## config.mk

```make
export PLATFORM = sky130hd
export DESIGN_NAME = ultrasonic_wind_vector_estimator_flat
export DESIGN_NICKNAME = d
export VERILOG_FILES = /design/src/design/uwv_pkg.sv /design/src/design/uwv_sample_if.sv /design/src/design/uwv_result_if.sv /design/src/design/uwv_div.sv /design/src/design/uwv_sqrt.sv /design/src/design/uwv_cordic.sv /design/src/design/ultrasonic_wind_vector_estimator.sv /design/src/flat_wrapper.sv
export SDC_FILE = /design/constraint.sdc
export NUM_CORES = 2
export LEC_CHECK = 0
export BUFFER_PORTS_ARGS = -buffer_cell sky130_fd_sc_hd__buf_2
export CORE_MARGIN = 8
export CORE_UTILIZATION = 45
export DETAILED_ROUTE_END_ITERATION = 12
export GPL_TIMING_DRIVEN = 1
export PLACE_DENSITY = 0.7
export SLEW_MARGIN = 25
export SYNTH_ARGS = -nofsm -noshare
export SYNTH_HDL_FRONTEND = slang
export SYNTH_SLANG_ARGS = --single-unit
```

## constraint.sdc

```tcl
create_clock -name clk -period 10.85 [get_ports clk]
set_input_delay 2.17 -clock clk [delete_from_list [all_inputs] [get_ports clk]]
set_output_delay 2.17 -clock clk [all_outputs]
set_load 0.01 [all_outputs]
```

## src/design/uwv_pkg.sv

```systemverilog
// Package for the wind vector estimator: defaults, register codes,
// fixed-point constants and the arctangent table. No dependencies.
`timescale 1ns / 1ps
package uwv_pkg;
	localparam int TIME_BITS_DEF     = 20;
	localparam int VELOCITY_BITS_DEF = 18;

	// config port
	localparam int CFG_DATA_W  = 20;
	localparam int CFG_INDEX_W = 3;
	localparam logic [CFG_INDEX_W-1:0] REG_K     = 3'd0;
	localparam logic [CFG_INDEX_W-1:0] REG_RISE  = 3'd1;
	localparam logic [CFG_INDEX_W-1:0] REG_NS_B  = 3'd2;
	localparam logic [CFG_INDEX_W-1:0] REG_EW_B  = 3'd3;
	localparam logic [CFG_INDEX_W-1:0] REG_GAIN  = 3'd4;

	localparam int K_W    = 20;
	localparam int RISE_W = 20;
	localparam int BIAS_W = 17;
	localparam int GAIN_W = 16;
	localparam logic [RISE_W-1:0] RISE_RESET = 20'd100000;
	localparam logic [GAIN_W-1:0] GAIN_RESET = 16'd6554;

	// 2*K*1e6 numerator, kept in doubled nanoseconds
	localparam int NUM_W     = 41;
	localparam int NUM_SCALE = 2000000;
	localparam int MIN_T2    = 2000;   // 1 us, doubled

	// direction
	localparam int DIR_W        = 16;
	localparam int CORDIC_STEPS = 18;
	localparam int FRAC_BITS    = 24;
	localparam int ZW           = 24;
	localparam int OCTANT_CDEG  = 4500;
	localparam int QUARTER_CDEG = 9000;
	localparam int HALF_CDEG    = 18000;
	localparam int FULL_CDEG    = 36000;

	// atan(2^-i) in 1/256 centidegree
	function automatic logic [ZW-1:0] atan_lut(input logic [4:0] i);
		logic [ZW-1:0] v;
		unique case (i)
			5'd0:  v = 24'd1152000;
			5'd1:  v = 24'd680065;
			5'd2:  v = 24'd359328;
			5'd3:  v = 24'd182400;
			5'd4:  v = 24'd91554;
			5'd5:  v = 24'd45822;
			5'd6:  v = 24'd22916;
			5'd7:  v = 24'd11459;
			5'd8:  v = 24'd5730;
			5'd9:  v = 24'd2865;
			5'd10: v = 24'd1432;
			5'd11: v = 24'd716;
			5'd12: v = 24'd358;
			5'd13: v = 24'd179;
			5'd14: v = 24'd90;
			5'd15: v = 24'd45;
			5'd16: v = 24'd22;
			5'd17: v = 24'd11;
			default: v = '0;
		endcase
		return v;
	endfunction
endpackage

```

## src/design/uwv_sample_if.sv

```systemverilog
// Input channel: four flight times per transfer.
// Depends on nothing.
`timescale 1ns / 1ps
interface uwv_sample_if #(parameter int TIME_BITS = 20);
	logic                 valid;
	logic                 ready;
	logic [TIME_BITS-1:0] ns_forward_time;
	logic [TIME_BITS-1:0] ns_reverse_time;
	logic [TIME_BITS-1:0] ew_forward_time;
	logic [TIME_BITS-1:0] ew_reverse_time;
	modport source (output valid, ns_forward_time, ns_reverse_time, ew_forward_time,
		ew_reverse_time, input ready);
	modport sink (input valid, ns_forward_time, ns_reverse_time, ew_forward_time,
		ew_reverse_time, output ready);
endinterface

```

## src/design/uwv_result_if.sv

```systemverilog
// Output channel: smoothed wind vector, speed and direction.
// Depends on nothing.
`timescale 1ns / 1ps
interface uwv_result_if #(parameter int VELOCITY_BITS = 18);
	logic                            valid;
	logic                            ready;
	logic signed [VELOCITY_BITS-1:0] east_velocity;
	logic signed [VELOCITY_BITS-1:0] north_velocity;
	logic [VELOCITY_BITS-1:0]        wind_speed;
	logic [15:0]                     wind_bearing;
	modport source (output valid, east_velocity, north_velocity, wind_speed,
		wind_bearing, input ready);
	modport sink (input valid, east_velocity, north_velocity, wind_speed,
		wind_bearing, output ready);
endinterface

```

## src/design/uwv_div.sv

```systemverilog
// Shift-subtract unsigned divider, one quotient bit per cycle.
// Depends on uwv_pkg.
`timescale 1ns / 1ps
module uwv_div #(
	parameter int DW = 23
) (
	input  logic                        clk,
	input  logic                        arst_n,
	input  logic                        start,
	input  logic [uwv_pkg::NUM_W-1:0]   dividend,
	input  logic [DW-1:0]               divisor,
	output logic                        done,
	output logic [uwv_pkg::NUM_W-1:0]   quotient
);
	localparam int NW = uwv_pkg::NUM_W;
	localparam int CW = $clog2(NW);

	logic          busy_q;
	logic          done_q;
	logic [CW-1:0] cnt_q;
	logic [NW-1:0] dvd_q;
	logic [DW-1:0] rem_q;
	logic [DW-1:0] div_q;
	logic [DW:0]   rem_t;
	logic          fits;

	assign rem_t = {rem_q, dvd_q[NW-1]};
	assign fits  = rem_t >= {1'b0, div_q};

	always_ff @(posedge clk or negedge arst_n) begin
		if (!arst_n) begin
			busy_q <= 1'b0;
			done_q <= 1'b0;
			cnt_q  <= '0;
		end else begin
			done_q <= 1'b0;
			if (start) begin
				busy_q <= 1'b1;
				cnt_q  <= '0;
			end else if (busy_q) begin
				cnt_q <= cnt_q + 1'b1;
				if (cnt_q == CW'(NW - 1)) begin
					busy_q <= 1'b0;
					done_q <= 1'b1;
				end
			end
		end
	end

	always_ff @(posedge clk) begin
		if (start) begin
			dvd_q <= dividend;
			div_q <= divisor;
			rem_q <= '0;
		end else if (busy_q) begin
			rem_q <= fits ? DW'(rem_t - {1'b0, div_q}) : rem_t[DW-1:0];
			dvd_q <= {dvd_q[NW-2:0], fits};
		end
	end

	assign done     = done_q;
	assign quotient = dvd_q;
endmodule

```

## src/design/uwv_sqrt.sv

```systemverilog
// Digit-by-digit square root with round to nearest and saturation.
// Depends on nothing.
`timescale 1ns / 1ps
module uwv_sqrt #(
	parameter int VB = 18
) (
	input  logic            clk,
	input  logic            arst_n,
	input  logic            start,
	input  logic [2*VB-1:0] radicand,
	output logic            done,
	output logic [VB-1:0]   root
);
	localparam int RW = VB + 3;
	localparam int CW = $clog2(VB + 1);

	logic            busy_q;
	logic            done_q;
	logic [CW-1:0]   cnt_q;
	logic [2*VB-1:0] rad_q;
	logic [RW-1:0]   rem_q;
	logic [VB-1:0]   root_q;
	logic [VB-1:0]   res_q;
	logic [RW-1:0]   rem_t;
	logic [RW-1:0]   trial;
	logic [VB:0]     rinc;

	assign rem_t = {rem_q[RW-3:0], rad_q[2*VB-1 -: 2]};
	assign trial = {1'b0, root_q, 2'b01};
	assign rinc  = {1'b0, root_q} + 1'b1;

	always_ff @(posedge clk or negedge arst_n) begin
		if (!arst_n) begin
			busy_q <= 1'b0;
			done_q <= 1'b0;
			cnt_q  <= '0;
		end else begin
			done_q <= 1'b0;
			if (start) begin
				busy_q <= 1'b1;
				cnt_q  <= '0;
			end else if (busy_q) begin
				cnt_q <= cnt_q + 1'b1;
				if (cnt_q == CW'(VB)) begin
					busy_q <= 1'b0;
					done_q <= 1'b1;
				end
			end
		end
	end

	always_ff @(posedge clk) begin
		if (start) begin
			rad_q  <= radicand;
			rem_q  <= '0;
			root_q <= '0;
		end else if (busy_q) begin
			if (cnt_q == CW'(VB)) begin
				// remainder above root: nearer to the next integer
				if (rem_q > RW'(root_q))
					res_q <= rinc[VB] ? '1 : rinc[VB-1:0];
				else
					res_q <= root_q;
			end else begin
				rad_q <= {rad_q[2*VB-3:0], 2'b00};
				if (rem_t >= trial) begin
					rem_q  <= rem_t - trial;
					root_q <= {root_q[VB-2:0], 1'b1};
				end else begin
					rem_q  <= rem_t;
					root_q <= {root_q[VB-2:0], 1'b0};
				end
			end
		end
	end

	assign done = done_q;
	assign root = res_q;
endmodule

```

## src/design/uwv_cordic.sv

```systemverilog
// Vectoring CORDIC for the wind direction, one rotation per cycle,
// octant folded in and out around it. Depends on uwv_pkg.
`timescale 1ns / 1ps
module uwv_cordic #(
	parameter int VB = 18
) (
	input  logic                          clk,
	input  logic                          arst_n,
	input  logic                          start,
	input  logic signed [VB-1:0]          east,
	input  logic signed [VB-1:0]          north,
	output logic                          done,
	output logic [uwv_pkg::DIR_W-1:0]     direction
);
	localparam int FB = uwv_pkg::FRAC_BITS;
	localparam int XW = VB + FB + 3;
	localparam int ZW = uwv_pkg::ZW;
	localparam int NS = uwv_pkg::CORDIC_STEPS;
	localparam int CW = $clog2(NS + 1);

	logic                 busy_q;
	logic                 done_q;
	logic [CW-1:0]        cnt_q;
	logic signed [XW-1:0] x_q;
	logic signed [XW-1:0] y_q;
	logic signed [ZW-1:0] z_q;
	logic                 swap_q;
	logic                 eneg_q;
	logic                 nneg_q;
	logic                 zero_q;
	logic [uwv_pkg::DIR_W-1:0] dir_q;

	logic signed [VB:0] e_x, n_x, ae_x, an_x;
	logic [VB-1:0]      ae, an;
	logic               swap;
	logic signed [XW-1:0] xs, ys;
	logic [ZW-1:0]      ang;
	logic signed [ZW-1:0] zr, af;
	logic [12:0]        a;
	logic [13:0]        q;
	logic [16:0]        d;

	always_comb begin
		e_x  = (VB+1)'(east);
		n_x  = (VB+1)'(north);
		ae_x = e_x[VB] ? -e_x : e_x;
		an_x = n_x[VB] ? -n_x : n_x;
		ae   = ae_x[VB-1:0];
		an   = an_x[VB-1:0];
		swap = ae > an;
		xs   = x_q >>> cnt_q;
		ys   = y_q >>> cnt_q;
		ang  = uwv_pkg::atan_lut(5'(cnt_q));
		zr   = z_q + ZW'(128);
		af   = zr >>> 8;
		if (af[ZW-1])
			a = '0;
		else if (af > ZW'(uwv_pkg::OCTANT_CDEG))
			a = 13'(uwv_pkg::OCTANT_CDEG);
		else
			a = af[12:0];
		q = swap_q ? 14'(uwv_pkg::QUARTER_CDEG) - 14'(a) : 14'(a);
		priority if (!nneg_q && !eneg_q)
			d = 17'(q);
		else if (!nneg_q)
			d = 17'(uwv_pkg::FULL_CDEG) - 17'(q);
		else if (!eneg_q)
			d = 17'(uwv_pkg::HALF_CDEG) - 17'(q);
		else
			d = 17'(uwv_pkg::HALF_CDEG) + 17'(q);
	end

	always_ff @(posedge clk or negedge arst_n) begin
		if (!arst_n) begin
			busy_q <= 1'b0;
			done_q <= 1'b0;
			cnt_q  <= '0;
		end else begin
			done_q <= 1'b0;
			if (start) begin
				busy_q <= 1'b1;
				cnt_q  <= '0;
			end else if (busy_q) begin
				cnt_q <= cnt_q + 1'b1;
				if (cnt_q == CW'(NS)) begin
					busy_q <= 1'b0;
					done_q <= 1'b1;
				end
			end
		end
	end

	always_ff @(posedge clk) begin
		if (start) begin
			x_q    <= $signed({{(XW-VB-FB){1'b0}}, (swap ? ae : an), {FB{1'b0}}});
			y_q    <= $signed({{(XW-VB-FB){1'b0}}, (swap ? an : ae), {FB{1'b0}}});
			z_q    <= '0;
			swap_q <= swap;
			eneg_q <= east[VB-1];
			nneg_q <= north[VB-1];
			zero_q <= (east == '0) && (north == '0);
		end else if (busy_q) begin
			if (cnt_q == CW'(NS)) begin
				if (zero_q || d >= 17'(uwv_pkg::FULL_CDEG))
					dir_q <= '0;
				else
					dir_q <= d[15:0];
			end else if (!y_q[XW-1]) begin
				x_q <= x_q + ys;
				y_q <= y_q - xs;
				z_q <= z_q + $signed(ang);
			end else begin
				x_q <= x_q - ys;
				y_q <= y_q + xs;
				z_q <= z_q - $signed(ang);
			end
		end
	end

	assign done      = done_q;
	assign direction = dir_q;
endmodule

```

## src/design/ultrasonic_wind_vector_estimator.sv

```systemverilog
// Top level of the wind vector estimator: config registers, sequencer,
// shared multiplier, smoothing state. Uses uwv_pkg, both channel interfaces,
// uwv_div, uwv_sqrt and uwv_cordic.
//
// Usage:
//  - sample (sink): one transfer carries four flight times in ns. ready is
//    high only while the sequencer is idle; one set is worked at a time.
//  - result (source): one transfer per set, except the first set after
//    reset, which is taken and dropped. The second set loads the estimate,
//    later sets blend into it with the Q0.16 gain in REG_GAIN.
//  - wr_en/wr_index/wr_data: register writes, only while idle. Unknown
//    indexes are ignored.
//  - Pass from the input transfer to result.valid: the four shift-subtract
//    divisions (one quotient bit a cycle) dominate, then the square root (one
//    bit a cycle) and the 18-step CORDIC; the set that loads the estimate
//    skips the blend states S_BN and S_BE. ready returns only when the
//    sequencer is back in idle after the pass, so a new set is taken only
//    once the last one has left S_FIN.
//  - Reset (arst_n low) restores the register defaults, clears both
//    estimates and rearms the drop of the first set.
//  - If the receiver stalls, the result waits in the output register; the
//    next set may be taken and worked, and it waits at the end for the
//    output register to drain.
`timescale 1ns / 1ps
module ultrasonic_wind_vector_estimator #(
	parameter int TIME_BITS     = uwv_pkg::TIME_BITS_DEF,
	parameter int VELOCITY_BITS = uwv_pkg::VELOCITY_BITS_DEF
) (
	input  logic                              clk,
	input  logic                              arst_n,
	input  logic                              wr_en,
	input  logic [uwv_pkg::CFG_INDEX_W-1:0]   wr_index,
	input  logic [uwv_pkg::CFG_DATA_W-1:0]    wr_data,
	uwv_sample_if.sink                        sample,
	uwv_result_if.source                      result
);
	localparam int VB = VELOCITY_BITS;
	localparam int NW = uwv_pkg::NUM_W;
	// doubled, corrected flight time
	localparam int DW = ((TIME_BITS > uwv_pkg::RISE_W) ? TIME_BITS : uwv_pkg::RISE_W) + 3;
	localparam int MA = ((VB + 1) > (uwv_pkg::K_W + 1)) ? (VB + 1) : (uwv_pkg::K_W + 1);
	localparam int MB = (VB > 22) ? VB : 22;
	localparam int PW = MA + MB;

	localparam logic [4:0] S_IDLE  = 5'd0;
	localparam logic [4:0] S_K     = 5'd1;
	localparam logic [4:0] S_KW    = 5'd2;
	localparam logic [4:0] S_DIV   = 5'd3;
	localparam logic [4:0] S_DIVW  = 5'd4;
	localparam logic [4:0] S_MEAS  = 5'd5;
	localparam logic [4:0] S_UPD   = 5'd6;
	localparam logic [4:0] S_BN    = 5'd7;
	localparam logic [4:0] S_BE    = 5'd8;
	localparam logic [4:0] S_SQ1   = 5'd9;
	localparam logic [4:0] S_SQ2   = 5'd10;
	localparam logic [4:0] S_SQ3   = 5'd11;
	localparam logic [4:0] S_SQRT  = 5'd12;
	localparam logic [4:0] S_SQRTW = 5'd13;
	localparam logic [4:0] S_ATAN  = 5'd14;
	localparam logic [4:0] S_ATANW = 5'd15;
	localparam logic [4:0] S_FIN   = 5'd16;

	localparam logic [1:0] PH_DROP = 2'd0;
	localparam logic [1:0] PH_LOAD = 2'd1;
	localparam logic [1:0] PH_RUN  = 2'd2;

	// config
	logic [uwv_pkg::K_W-1:0]           k_q;
	logic [uwv_pkg::RISE_W-1:0]        rise_q;
	logic signed [uwv_pkg::BIAS_W-1:0] nsb_q;
	logic signed [uwv_pkg::BIAS_W-1:0] ewb_q;
	logic [uwv_pkg::GAIN_W-1:0]        gain_q;

	logic [4:0] state_q;
	logic [1:0] phase_q;
	logic [1:0] idx_q;

	logic signed [DW-1:0] t2_q [4];   // ns fwd, ns rev, ew fwd, ew rev
	logic [NW-1:0]        quo_q [4];
	logic [NW-1:0]        num_q;
	logic signed [PW-1:0] prod_q;
	logic signed [VB-1:0] meas_n_q, meas_e_q;
	logic signed [VB-1:0] est_n_q, est_e_q;
	logic [2*VB-1:0]      sum_q;
	logic [VB-1:0]        speed_q;

	logic                 ovalid_q;
	logic signed [VB-1:0] o_e_q, o_n_q;
	logic [VB-1:0]        o_spd_q;
	logic [15:0]          o_dir_q;

	logic                 take;
	logic signed [DW-1:0] rise2, nsb_x, ewb_x;
	logic signed [MA-1:0] mul_a;
	logic signed [MB-1:0] mul_b;
	logic [DW-1:0]        divisor;
	logic                 div_start, div_done;
	logic [NW-1:0]        div_quo;
	logic                 sq_start, sq_done;
	logic [VB-1:0]        sq_root;
	logic                 at_start, at_done;
	logic [15:0]          at_dir;
	logic signed [VB:0]   dn, de;
	logic                 out_free;

	function automatic logic signed [DW-1:0] twice(input logic [TIME_BITS-1:0] t);
		return $signed({{(DW-TIME_BITS-1){1'b0}}, t, 1'b0});
	endfunction

	// axis velocity from both quotients, 0 unless both times exceed 1 us
	function automatic logic signed [VB-1:0] axis_vel(
		input logic signed [DW-1:0] tf, input logic signed [DW-1:0] tr,
		input logic [NW-1:0] qf, input logic [NW-1:0] qr);
		logic signed [NW:0]   diff;
		logic signed [VB-1:0] v;
		diff = $signed({1'b0, qf}) - $signed({1'b0, qr});
		if (tf <= DW'(uwv_pkg::MIN_T2) || tr <= DW'(uwv_pkg::MIN_T2))
			v = '0;
		else if (diff > $signed((NW+1)'({1'b0, {(VB-1){1'b1}}})))
			v = {1'b0, {(VB-1){1'b1}}};
		else if (diff < -$signed((NW+1)'({1'b1, {(VB-1){1'b0}}})))
			v = {1'b1, {(VB-1){1'b0}}};
		else
			v = diff[VB-1:0];
		return v;
	endfunction

	// est + p/65536, rounded half away from zero
	function automatic logic signed [VB-1:0] blend(
		input logic signed [VB-1:0] est, input logic signed [PW-1:0] p);
		logic [PW-1:0]      mag;
		logic [PW-1:0]      stp;
		logic signed [VB:0] e_x;
		logic signed [VB:0] r;
		mag = p[PW-1] ? PW'(-p) : PW'(p);
		stp = (mag + PW'(32768)) >> 16;
		e_x = (VB+1)'(est);
		r   = p[PW-1] ? e_x - $signed(stp[VB:0]) : e_x + $signed(stp[VB:0]);
		return r[VB-1:0];
	endfunction

	assign take     = sample.valid && sample.ready;
	assign out_free = !ovalid_q || result.ready;
	assign sample.ready = (state_q == S_IDLE);

	assign rise2 = $signed({{(DW-uwv_pkg::RISE_W-1){1'b0}}, rise_q, 1'b0});
	assign nsb_x = DW'(nsb_q);
	assign ewb_x = DW'(ewb_q);
	assign dn    = (VB+1)'(meas_n_q) - (VB+1)'(est_n_q);
	assign de    = (VB+1)'(meas_e_q) - (VB+1)'(est_e_q);

	// shared multiplier operand select
	always_comb begin
		unique case (state_q)
			S_K: begin
				mul_a = $signed({{(MA-uwv_pkg::K_W){1'b0}}, k_q});
				mul_b = MB'(uwv_pkg::NUM_SCALE);
			end
			S_UPD: begin
				mul_a = MA'(dn);
				mul_b = $signed({{(MB-uwv_pkg::GAIN_W){1'b0}}, gain_q});
			end
			S_BN: begin
				mul_a = MA'(de);
				mul_b = $signed({{(MB-uwv_pkg::GAIN_W){1'b0}}, gain_q});
			end
			S_SQ1: begin
				mul_a = MA'(est_n_q);
				mul_b = MB'(est_n_q);
			end
			S_SQ2: begin
				mul_a = MA'(est_e_q);
				mul_b = MB'(est_e_q);
			end
			default: begin
				mul_a = '0;
				mul_b = '0;
			end
		endcase
	end

	always_comb begin
		unique case (idx_q)
			2'd0:    divisor = t2_q[0];
			2'd1:    divisor = t2_q[1];
			2'd2:    divisor = t2_q[2];
			default: divisor = t2_q[3];
		endcase
	end

	assign div_start = (state_q == S_DIV);
	assign sq_start  = (state_q == S_SQRT);
	assign at_start  = (state_q == S_ATAN);

	uwv_div #(.DW(DW)) u_div (
		.clk(clk), .arst_n(arst_n), .start(div_start), .dividend(num_q),
		.divisor(divisor), .done(div_done), .quotient(div_quo));

	uwv_sqrt #(.VB(VB)) u_sqrt (
		.clk(clk), .arst_n(arst_n), .start(sq_start), .radicand(sum_q),
		.done(sq_done), .root(sq_root));

	uwv_cordic #(.VB(VB)) u_cordic (
		.clk(clk), .arst_n(arst_n), .start(at_start), .east(est_e_q),
		.north(est_n_q), .done(at_done), .direction(at_dir));

	// config registers
	always_ff @(posedge clk or negedge arst_n) begin
		if (!arst_n) begin
			k_q    <= '0;
			rise_q <= uwv_pkg::RISE_RESET;
			nsb_q  <= '0;
			ewb_q  <= '0;
			gain_q <= uwv_pkg::GAIN_RESET;
		end else if (wr_en) begin
			unique case (wr_index)
				uwv_pkg::REG_K:    k_q    <= wr_data[uwv_pkg::K_W-1:0];
				uwv_pkg::REG_RISE: rise_q <= wr_data[uwv_pkg::RISE_W-1:0];
				uwv_pkg::REG_NS_B: nsb_q  <= $signed(wr_data[uwv_pkg::BIAS_W-1:0]);
				uwv_pkg::REG_EW_B: ewb_q  <= $signed(wr_data[uwv_pkg::BIAS_W-1:0]);
				uwv_pkg::REG_GAIN: gain_q <= wr_data[uwv_pkg::GAIN_W-1:0];
				default: ;
			endcase
		end
	end

	// sequencer and smoothing state
	always_ff @(posedge clk or negedge arst_n) begin
		if (!arst_n) begin
			state_q  <= S_IDLE;
			phase_q  <= PH_DROP;
			idx_q    <= '0;
			est_n_q  <= '0;
			est_e_q  <= '0;
			ovalid_q <= 1'b0;
		end else begin
			if (result.ready)
				ovalid_q <= 1'b0;
			unique case (state_q)
				S_IDLE: begin
					if (take) begin
						if (phase_q == PH_DROP)
							phase_q <= PH_LOAD;
						else
							state_q <= S_K;
					end
				end
				S_K:  state_q <= S_KW;
				S_KW: begin
					idx_q   <= '0;
					state_q <= S_DIV;
				end
				S_DIV: state_q <= S_DIVW;
				S_DIVW: begin
					if (div_done) begin
						if (idx_q == 2'd3)
							state_q <= S_MEAS;
						else begin
							idx_q   <= idx_q + 1'b1;
							state_q <= S_DIV;
						end
					end
				end
				S_MEAS: state_q <= S_UPD;
				S_UPD: begin
					if (phase_q == PH_LOAD) begin
						est_n_q <= meas_n_q;
						est_e_q <= meas_e_q;
						phase_q <= PH_RUN;
						state_q <= S_SQ1;
					end else
						state_q <= S_BN;
				end
				S_BN: begin
					est_n_q <= blend(est_n_q, prod_q);
					state_q <= S_BE;
				end
				S_BE: begin
					est_e_q <= blend(est_e_q, prod_q);
					state_q <= S_SQ1;
				end
				S_SQ1: state_q <= S_SQ2;
				S_SQ2: state_q <= S_SQ3;
				S_SQ3: state_q <= S_SQRT;
				S_SQRT: state_q <= S_SQRTW;
				S_SQRTW: if (sq_done) state_q <= S_ATAN;
				S_ATAN: state_q <= S_ATANW;
				S_ATANW: if (at_done) state_q <= S_FIN;
				S_FIN: begin
					if (out_free) begin
						ovalid_q <= 1'b1;
						state_q  <= S_IDLE;
					end
				end
				default: state_q <= S_IDLE;
			endcase
		end
	end

	// datapath registers
	always_ff @(posedge clk) begin
		prod_q <= mul_a * mul_b;
		if (take) begin
			t2_q[0] <= twice(sample.ns_forward_time) - rise2 - nsb_x;
			t2_q[1] <= twice(sample.ns_reverse_time) - rise2 + nsb_x;
			t2_q[2] <= twice(sample.ew_forward_time) - rise2 - ewb_x;
			t2_q[3] <= twice(sample.ew_reverse_time) - rise2 + ewb_x;
		end
		if (state_q == S_KW)
			num_q <= prod_q[NW-1:0];
		if (state_q == S_DIVW && div_done)
			quo_q[idx_q] <= div_quo;
		if (state_q == S_MEAS) begin
			meas_n_q <= axis_vel(t2_q[0], t2_q[1], quo_q[0], quo_q[1]);
			meas_e_q <= axis_vel(t2_q[2], t2_q[3], quo_q[2], quo_q[3]);
		end
		if (state_q == S_SQ2)
			sum_q <= prod_q[2*VB-1:0];
		if (state_q == S_SQ3)
			sum_q <= sum_q + prod_q[2*VB-1:0];
		if (state_q == S_SQRTW && sq_done)
			speed_q <= sq_root;
		if (state_q == S_FIN && out_free) begin
			o_e_q   <= est_e_q;
			o_n_q   <= est_n_q;
			o_spd_q <= speed_q;
			o_dir_q <= at_dir;
		end
	end

	assign result.valid          = ovalid_q;
	assign result.east_velocity  = o_e_q;
	assign result.north_velocity = o_n_q;
	assign result.wind_speed     = o_spd_q;
	assign result.wind_bearing   = o_dir_q;
endmodule

```

## src/flat_wrapper.sv

```systemverilog
// flat-port wrapper written by rule: the top's interface ports become plain ports
module ultrasonic_wind_vector_estimator_flat 
#(
	parameter int TIME_BITS     = uwv_pkg::TIME_BITS_DEF,
	parameter int VELOCITY_BITS = uwv_pkg::VELOCITY_BITS_DEF
)
  (clk, arst_n, wr_en, wr_index, wr_data, sample_valid, sample_ns_forward_time, sample_ns_reverse_time, sample_ew_forward_time, sample_ew_reverse_time, sample_ready, result_valid, result_east_velocity, result_north_velocity, result_wind_speed, result_wind_bearing, result_ready);
  uwv_sample_if #(.TIME_BITS(TIME_BITS)) sample_i ();
  uwv_result_if #(.VELOCITY_BITS(VELOCITY_BITS)) result_i ();
  input  logic clk;
  input  logic arst_n;
  input  logic wr_en;
  input  logic [uwv_pkg::CFG_INDEX_W-1:0] wr_index;
  input  logic [uwv_pkg::CFG_DATA_W-1:0] wr_data;
  input wire logic [$bits(sample_i.valid)-1:0] sample_valid;
  input wire logic [$bits(sample_i.ns_forward_time)-1:0] sample_ns_forward_time;
  input wire logic [$bits(sample_i.ns_reverse_time)-1:0] sample_ns_reverse_time;
  input wire logic [$bits(sample_i.ew_forward_time)-1:0] sample_ew_forward_time;
  input wire logic [$bits(sample_i.ew_reverse_time)-1:0] sample_ew_reverse_time;
  output wire logic [$bits(sample_i.ready)-1:0] sample_ready;
  output wire logic [$bits(result_i.valid)-1:0] result_valid;
  output wire logic [$bits(result_i.east_velocity)-1:0] result_east_velocity;
  output wire logic [$bits(result_i.north_velocity)-1:0] result_north_velocity;
  output wire logic [$bits(result_i.wind_speed)-1:0] result_wind_speed;
  output wire logic [$bits(result_i.wind_bearing)-1:0] result_wind_bearing;
  input wire logic [$bits(result_i.ready)-1:0] result_ready;
  assign sample_i.valid = sample_valid;
  assign sample_i.ns_forward_time = sample_ns_forward_time;
  assign sample_i.ns_reverse_time = sample_ns_reverse_time;
  assign sample_i.ew_forward_time = sample_ew_forward_time;
  assign sample_i.ew_reverse_time = sample_ew_reverse_time;
  assign sample_ready = sample_i.ready;
  assign result_valid = result_i.valid;
  assign result_east_velocity = result_i.east_velocity;
  assign result_north_velocity = result_i.north_velocity;
  assign result_wind_speed = result_i.wind_speed;
  assign result_wind_bearing = result_i.wind_bearing;
  assign result_i.ready = result_ready;
  ultrasonic_wind_vector_estimator #(.TIME_BITS(TIME_BITS), .VELOCITY_BITS(VELOCITY_BITS)) u_core (.clk(clk), .arst_n(arst_n), .wr_en(wr_en), .wr_index(wr_index), .wr_data(wr_data), .sample(sample_i), .result(result_i));
endmodule
```

# [Yosys cells after proc, flatten, opt, wreduce, memory -nomap -nowiden]
# Memories as Yosys holds them, arrays and structs flattened.
# Index checks and enable logic that the tools add are counted.
[word_totals] ff_bits=716 mem_bits_rw=256 mem_bits_ro=672 in_bits=108 out_inout_bits=72 wordCells=288 memories=3
[mem_list] memory="(no name shown)" depth=32 width=21 read_ports=1 rd_ports_with_merged_regs=0 write_ports=0 line="uwv_pkg.sv:42" rtl="unique case (i)"
[mem_list] memory="u_core.quo_q" depth=4 width=41 read_ports=4 rd_ports_with_merged_regs=0 write_ports=1 line="ultrasonic_wind_vector_estimator.sv:79" rtl="logic [NW-1:0] quo_q [4];"
[mem_list] memory="u_core.t2_q" depth=4 width=23 read_ports=4 rd_ports_with_merged_regs=0 write_ports=4 line="ultrasonic_wind_vector_estimator.sv:78" rtl="logic signed [DW-1:0] t2_q [4];"
[classes] add_sub_neg=39 n_mul=1 n_lt_le_gt_ge=14 eq_ne=38 shifts=2 muxes=92 n_bitwise=4 reduce_logical=46
[ops] cell="42-bit two-way mux" n=6
[ops] cell="18-bit two-way mux" n=12
[ops] cell="36-bit two-way mux" n=5
[ops] cell="21-bit case mux with 5 select lines" n=1
[ops] cell="23-bit by 12-bit less-or-equal comparator with 1-bit output, second input constant" n=4
[ops] cell="45-bit adder" n=2
[ops] cell="45-bit two-way mux" n=2
[ops] cell="45-bit by 5-bit >>> shifter with 45-bit output" n=2
[ops] cell="45-bit subtractor" n=2
[ops] cell="22-bit case mux with 4 select lines" n=1
[ops] cell="21-bit by 21-bit subtractor with 22-bit output" n=4
[ops] cell="17-bit two-way mux" n=5
[ops] cell="5-bit case mux with 17 select lines" n=1
[ops] cell="42-bit by 18-bit greater-than comparator with 1-bit output, second input constant" n=2
[ops] cell="42-bit by 18-bit < comparator with 1-bit output, second input constant" n=2
[ops] cell="41-bit by 41-bit subtractor with 42-bit output" n=2
[ops] cell="41-bit two-way mux" n=2
[ops] cell="18-bit case mux with 2 select lines" n=2
[ops] cell="23-bit case mux with 3 select lines" n=1
[ops] cell="5-bit two-way mux" n=10
[ops] cell="22-bit by 17-bit adder with 23-bit output" n=2
[ops] cell="22-bit by 17-bit subtractor with 23-bit output" n=2
[ops] cell="21-bit by 22-bit multiplier with 43-bit output" n=1
[ops] cell="5-bit by 4-bit equality test with 1-bit output, second input constant" n=8
[ops] cell="64 further kinds" n=155

# [Longest topological paths before layout]
[logic_depth] depth_word=12 ltp_mapped=47 ltp_nobuf=47

# [Hierarchy]
# From an unflattened synthesis, not the netlist that was laid out.
[hier_totals] cells_unflattened=9361 area_unflattened_um2=88688.8
[modules_own_cells] mod="ultrasonic_wind_vector_estimator" n_inst=1 cells_per_inst=5756 area_each_um2=56342.8 seq_area_each_um2=17923.4
[modules_own_cells] mod="uwv_cordic" n_inst=1 cells_per_inst=2638 area_each_um2=21814.7 seq_area_each_um2=3418.3
[modules_own_cells] mod="uwv_sqrt" n_inst=1 cells_per_inst=507 area_each_um2=5407.7 seq_area_each_um2=2577.5
[modules_own_cells] mod="uwv_div" n_inst=1 cells_per_inst=460 area_each_um2=5123.7 seq_area_each_um2=2582.5

# [Least setup slack after synthesis]
# Ideal clock, no wire load.
[synth_timing] kind="register to register" startpoint="register u_core.est_n_q[0]" endpoint="register u_core.prod_q[39]" setup_time_ns=0.072 arrival_ns=10.502 t_required_ns=10.778 slack_ns=0.276 stages_incl_launch_ff=46 n_path_buf=3 synth_period_minus_slack_ns=10.574 cell_sequence="dfrtp_1 > ha_1 > inv_1 > fa_1 > a21o_1 > a21oi_1 > o21ai_0 > a21oi_1 > o21bai_1 > a21oi_1 > o21bai_1 > a2111oi_0 > o41a_1 > o21ai_0 > a21oi_1 > or3_1 > clkbuf_1 > or2_2 > (+10 left out) > inv_1 > fa_1 > inv_1 > ha_1 > nand2_1 > nand2_1 > a21oi_1 > o21bai_1 > a21o_1 > a221oi_1 > o21ai_0 > nand4_1 > a41oi_1 > o41ai_1 > nor3_1 > or3_1 > a21oi_1 > xnor2_1"
[synth_between] elab_chain_cells=3 elab_cells_between_ends=4 cone_classes="add/sub: 1; mul: 1; mux: 2"
[synth_rtl] element="start, declared" line="ultrasonic_wind_vector_estimator.sv:83" rtl="logic signed [VB-1:0] est_n_q, est_e_q;"
[synth_rtl] element="start signal, assigned" line="ultrasonic_wind_vector_estimator.sv:267" rtl="est_n_q <= meas_n_q;"
[synth_rtl] element="start signal, assigned" line="ultrasonic_wind_vector_estimator.sv:275" rtl="est_n_q <= blend(est_n_q, prod_q);"
[synth_rtl] element="18-bit by 18-bit subtractor with 19-bit output" line="ultrasonic_wind_vector_estimator.sv:149" rtl="assign dn = (VB+1)'(meas_n_q) - (VB+1)'(est_n_q);"
[synth_rtl] element="21-bit case mux with 5 select lines" line="ultrasonic_wind_vector_estimator.sv:154" rtl="unique case (state_q)"
[synth_rtl] element="21-bit by 22-bit multiplier with 43-bit output *" line="ultrasonic_wind_vector_estimator.sv:302" rtl="prod_q <= mul_a * mul_b;"
[synth_rtl] element="end signal, assigned" line="ultrasonic_wind_vector_estimator.sv:302"
[synth_rtl] element="end, declared" line="ultrasonic_wind_vector_estimator.sv:81" rtl="logic signed [PW-1:0] prod_q;"
# Every way passes the cells marked *; elsewhere a longest branch is shown, timed or not.
# A chain may end at the register's enable or synchronous reset.

# [Worst setup path in the final report]
[layout_timing] startpoint="register u_core.meas_e_q[0]" endpoint="register u_core.prod_q[39]"
[layout_between] elab_chain_cells=3
[layout_rtl] element="start, declared" line="ultrasonic_wind_vector_estimator.sv:82" rtl="logic signed [VB-1:0] meas_n_q, meas_e_q;"
[layout_rtl] element="start signal, assigned" line="ultrasonic_wind_vector_estimator.sv:315" rtl="meas_e_q <= axis_vel(t2_q[2], t2_q[3], quo_q[2], quo_q[3]);"
[layout_rtl] element="18-bit by 18-bit subtractor with 19-bit output" line="ultrasonic_wind_vector_estimator.sv:150" rtl="assign de = (VB+1)'(meas_e_q) - (VB+1)'(est_e_q);"
[layout_rtl] element="21-bit case mux with 5 select lines" line="ultrasonic_wind_vector_estimator.sv:154"
[layout_rtl] element="21-bit by 22-bit multiplier with 43-bit output" line="ultrasonic_wind_vector_estimator.sv:302"
# Every way passes these cells.

==> metrics <==
Final nets=10.9k; Slowest cell on crit path=fa_1; Setup Viol. Count Final=0; # fillers=17.7k; Die Wd=457 um; Tcrit/Tclk final=0.957; global placer's final weighted congestion=1.00; I/O Buffers=179; fin. max-slew vios=0; Synth Instances=9528; initial antenna violation count=14; EDFF count, synth=629; met3 Resource Use GR=0.0437; DR vias/cell=5.91; slowest cell delay on critical path=580 ps; min Tclk post-route=10380 ps; largest net degree at the start of global routing=81; WL/cell=22.2 um; CTS tree=done; CP Data Required Time=11580 ps; CP startpoint kind=register; drt initial violations=6842; worst slack at placement=-27.3 ps; worst setup margin=469 ps; Synth async-reset ratio=0.163; initial core utilization=0.451; Clk Latency, worst-skew pair=810 ps; drt drc=0; CP Capture Type=register; synthesis-stage register bit count=969; clock sink total=969; Die Y=457 um; Post-Syn Nets=10.8k; Worst-path clk slew=70 ps; Area after DPL=0.0916 mm2; dpl hpwl=213000 um; Syn. warnings=0; core footprint=0.194 mm2; Synth cell types=110; met2 Track Usage GR=0.411; Clock H-tree levels=3; Worst EP arrival=11110 ps; drt pass-1 iters=8; final WL=273000 um; Worst Setup Path Type=reg -> reg; Most used DFF post-synth=edfxtp_1; Slew HR=0.293; DR vias=72.6k; vias in the first global route=70.9k; Ports=180; MaxCap Viol Count=0; clk buf depth=3; first-pass GRT wire length=418000 um; Tightest Pin Transition=1050 ps; design area=0.0957 mm2; Post-DRT Antenna Nets=0; grt ovf=0; synthesized cell area=0.0875 mm2; Root Buffer=clkbuf_16; Highest Clock Rate=96.3 MHz; num rows=162; post-cts hold buffer count=0; status=finished clean; Syn Area/Cell=9.18 um2; final design utilization=0.493; reg2reg setup slack=470 ps; Global Route Usage Sum=0.253; layout cells sized above 1=0.0967; Final Hold Fails=0; area of the die=0.209 mm2; global routing's busiest layer=met2; sequential share of the synthesized area=0.303; met1 usage=0.331; synth-to-layout area growth=9.35%; crit-path max FO=10; total CTS buffers=112; clock skew=62.6 ps; Top cell by count, worst path=fa_1; Hold WC Path Type=reg -> reg
## worst paths after layout
kind | start | to | cells after the start
setup / recovery | u_core.meas_e_q[0]$_SDFFCE_PP0P_ | u_core.prod_q[39]$_DFF_P_ | 43
hold / removal | u_core.u_cordic.direction[4]$_SDFFCE_PP0P_ | u_core.result.wind_bearing[4]$_DFFE_PP_ | 0
setup reg to reg | u_core.meas_e_q[0]$_SDFFCE_PP0P_ | u_core.prod_q[39]$_DFF_P_ | 43
hold reg to reg | u_core.u_cordic.direction[4]$_SDFFCE_PP0P_ | u_core.result.wind_bearing[4]$_DFFE_PP_ | 0
max in group asynchronous | arst_n | u_core.rise_q[11]$_DFFE_PN0P_ | 3
min in group asynchronous | arst_n | u_core.u_cordic.cnt_q[1]$_DFFE_PN0P_ | 1
## area by class of cell
class / instances / area (um2) / share of cell area
inverter: 1070 / 4020 / 0.0420
multi-input combinational: 7123 / 55800 / 0.583
tap: 2542 / 3180 / 0.0332
clock inverter: 69 / 782 / 0.00817
timing repair buffer: 366 / 2340 / 0.0245
sequential: 969 / 26500 / 0.277
antenna: 7 / 17.5 / 0.000183
clock buffer: 140 / 3040 / 0.0318
## through the flow
| step | std cells | setup TNS, ps | hold WS, ps |
|---|---|---|---|
| final | 12300 | 0 | 393 |
| after floorplan | 9528 | 0 | 386 |
| after global routing | 12300 | -48.9 | 405 |
| after CTS | 12300 | 0 | 402 |
| after global placement | 12100 | 0 | 403 |
| after detailed placement | 12100 | -27.3 | 405 |
## critical path: cells and delay by family (launching register included)
| family | cells | cell delay [ps] |
|---|---|---|
| compound gates | 18 | 3460 |
| flops | 1 | 360 |
| fa+ha+maj | 10 | 4580 |
| buf+inv | 8 | 770 |
| xor+xnor | 2 | 280 |
| simple gates | 5 | 820 |
## Yosys cell counts, types with 58 or more instances
cell type	n	area [um2]
nand2_1	1158	4350
inv_1	1064	3990
nor2_1	680	2550
a21oi_1	673	3370
ha_1	665	8320
edfxtp_1	629	18900
fa_1	490	9810
o21ai_0	463	2320
xnor2_1	424	3710
clkbuf_1	278	1040
xor2_1	210	1840
dfxtp_1	182	3640
nor3_1	174	871
a21o_1	167	1250
nand3_1	152	761
dfrtp_1	145	3630
mux4_2	120	2700
mux2i_1	119	1190
a31oi_1	107	669
mux2_2	106	1190
nor2b_1	98	613
nand2b_1	94	588
a211oi_1	80	601
o21bai_1	77	578
and3_1	75	469
and2_1	70	438
nand4_1	70	438
o21a_1	66	495
or3_1	63	394
o31ai_1	59	443
o22ai_1	58	363
## metal layers
layer,vias up,routed length [um]
met3,595,21200
met1,35600,112000
met2,2839,125000
met4,6,14100
met5,-,31
li1,33600,-
## flip-flops by register name, summed over array words and instances (netlist names), 20 cells and up
| signal | flops |
|---|---|
| u_core.quo_q | 164 |
| u_core.t2_q | 90 |
| u_core.u_cordic.x_q | 45 |
| u_core.u_cordic.y_q | 45 |
| u_core.prod_q | 42 |
| u_core.num_q | 41 |
| u_core.u_div.quotient | 41 |
| u_core.sum_q | 36 |
| u_core.u_sqrt.rad_q | 36 |
| u_core.u_cordic.z_q | 24 |
| u_core.u_div.div_q | 23 |
| u_core.u_div.rem_q | 23 |
| u_core.u_sqrt.rem_q | 21 |
| u_core.k_q | 20 |
| u_core.rise_q | 20 |
## cells by family after synthesis
logic type	after synthesis	share of synthesized area
buf+inv	1436	0.0631
flops	969	0.303
compound gates	2173	0.157
fa+ha+maj	1155	0.207
xor+xnor	638	0.0645
simple gates	2812	0.147
mux	345	0.0582
## repair_timing
action                                  CTS  global route
resized for setup                         2            36
endpoints found under the setup margin    2             8
setup buffers                             0             7
endpoints found under the hold margin     0             0
cloned                                    0             0
pin swaps                                 0            15
## placed cells by master, fill, tap and decap left out, types with 115 or more instances in the layout
master	instances
nand3_1	149
o21ai_0	453
fa_1	490
edfxtp_1	629
xnor2_1	424
nor3_1	168
a21o_1	167
a21oi_1	669
buf_4	184
xor2_1	210
ha_1	665
nand2_1	1155
inv_1	1061
buf_2	178
mux2i_1	119
nor2_1	671
mux4_2	120
dfrtp_1	140
dfxtp_1	180
clkbuf_16	115
Power is left out: the tool's default activity adds up to more than one toggle a clock period on the data nets, which glitch-free logic cannot reach.
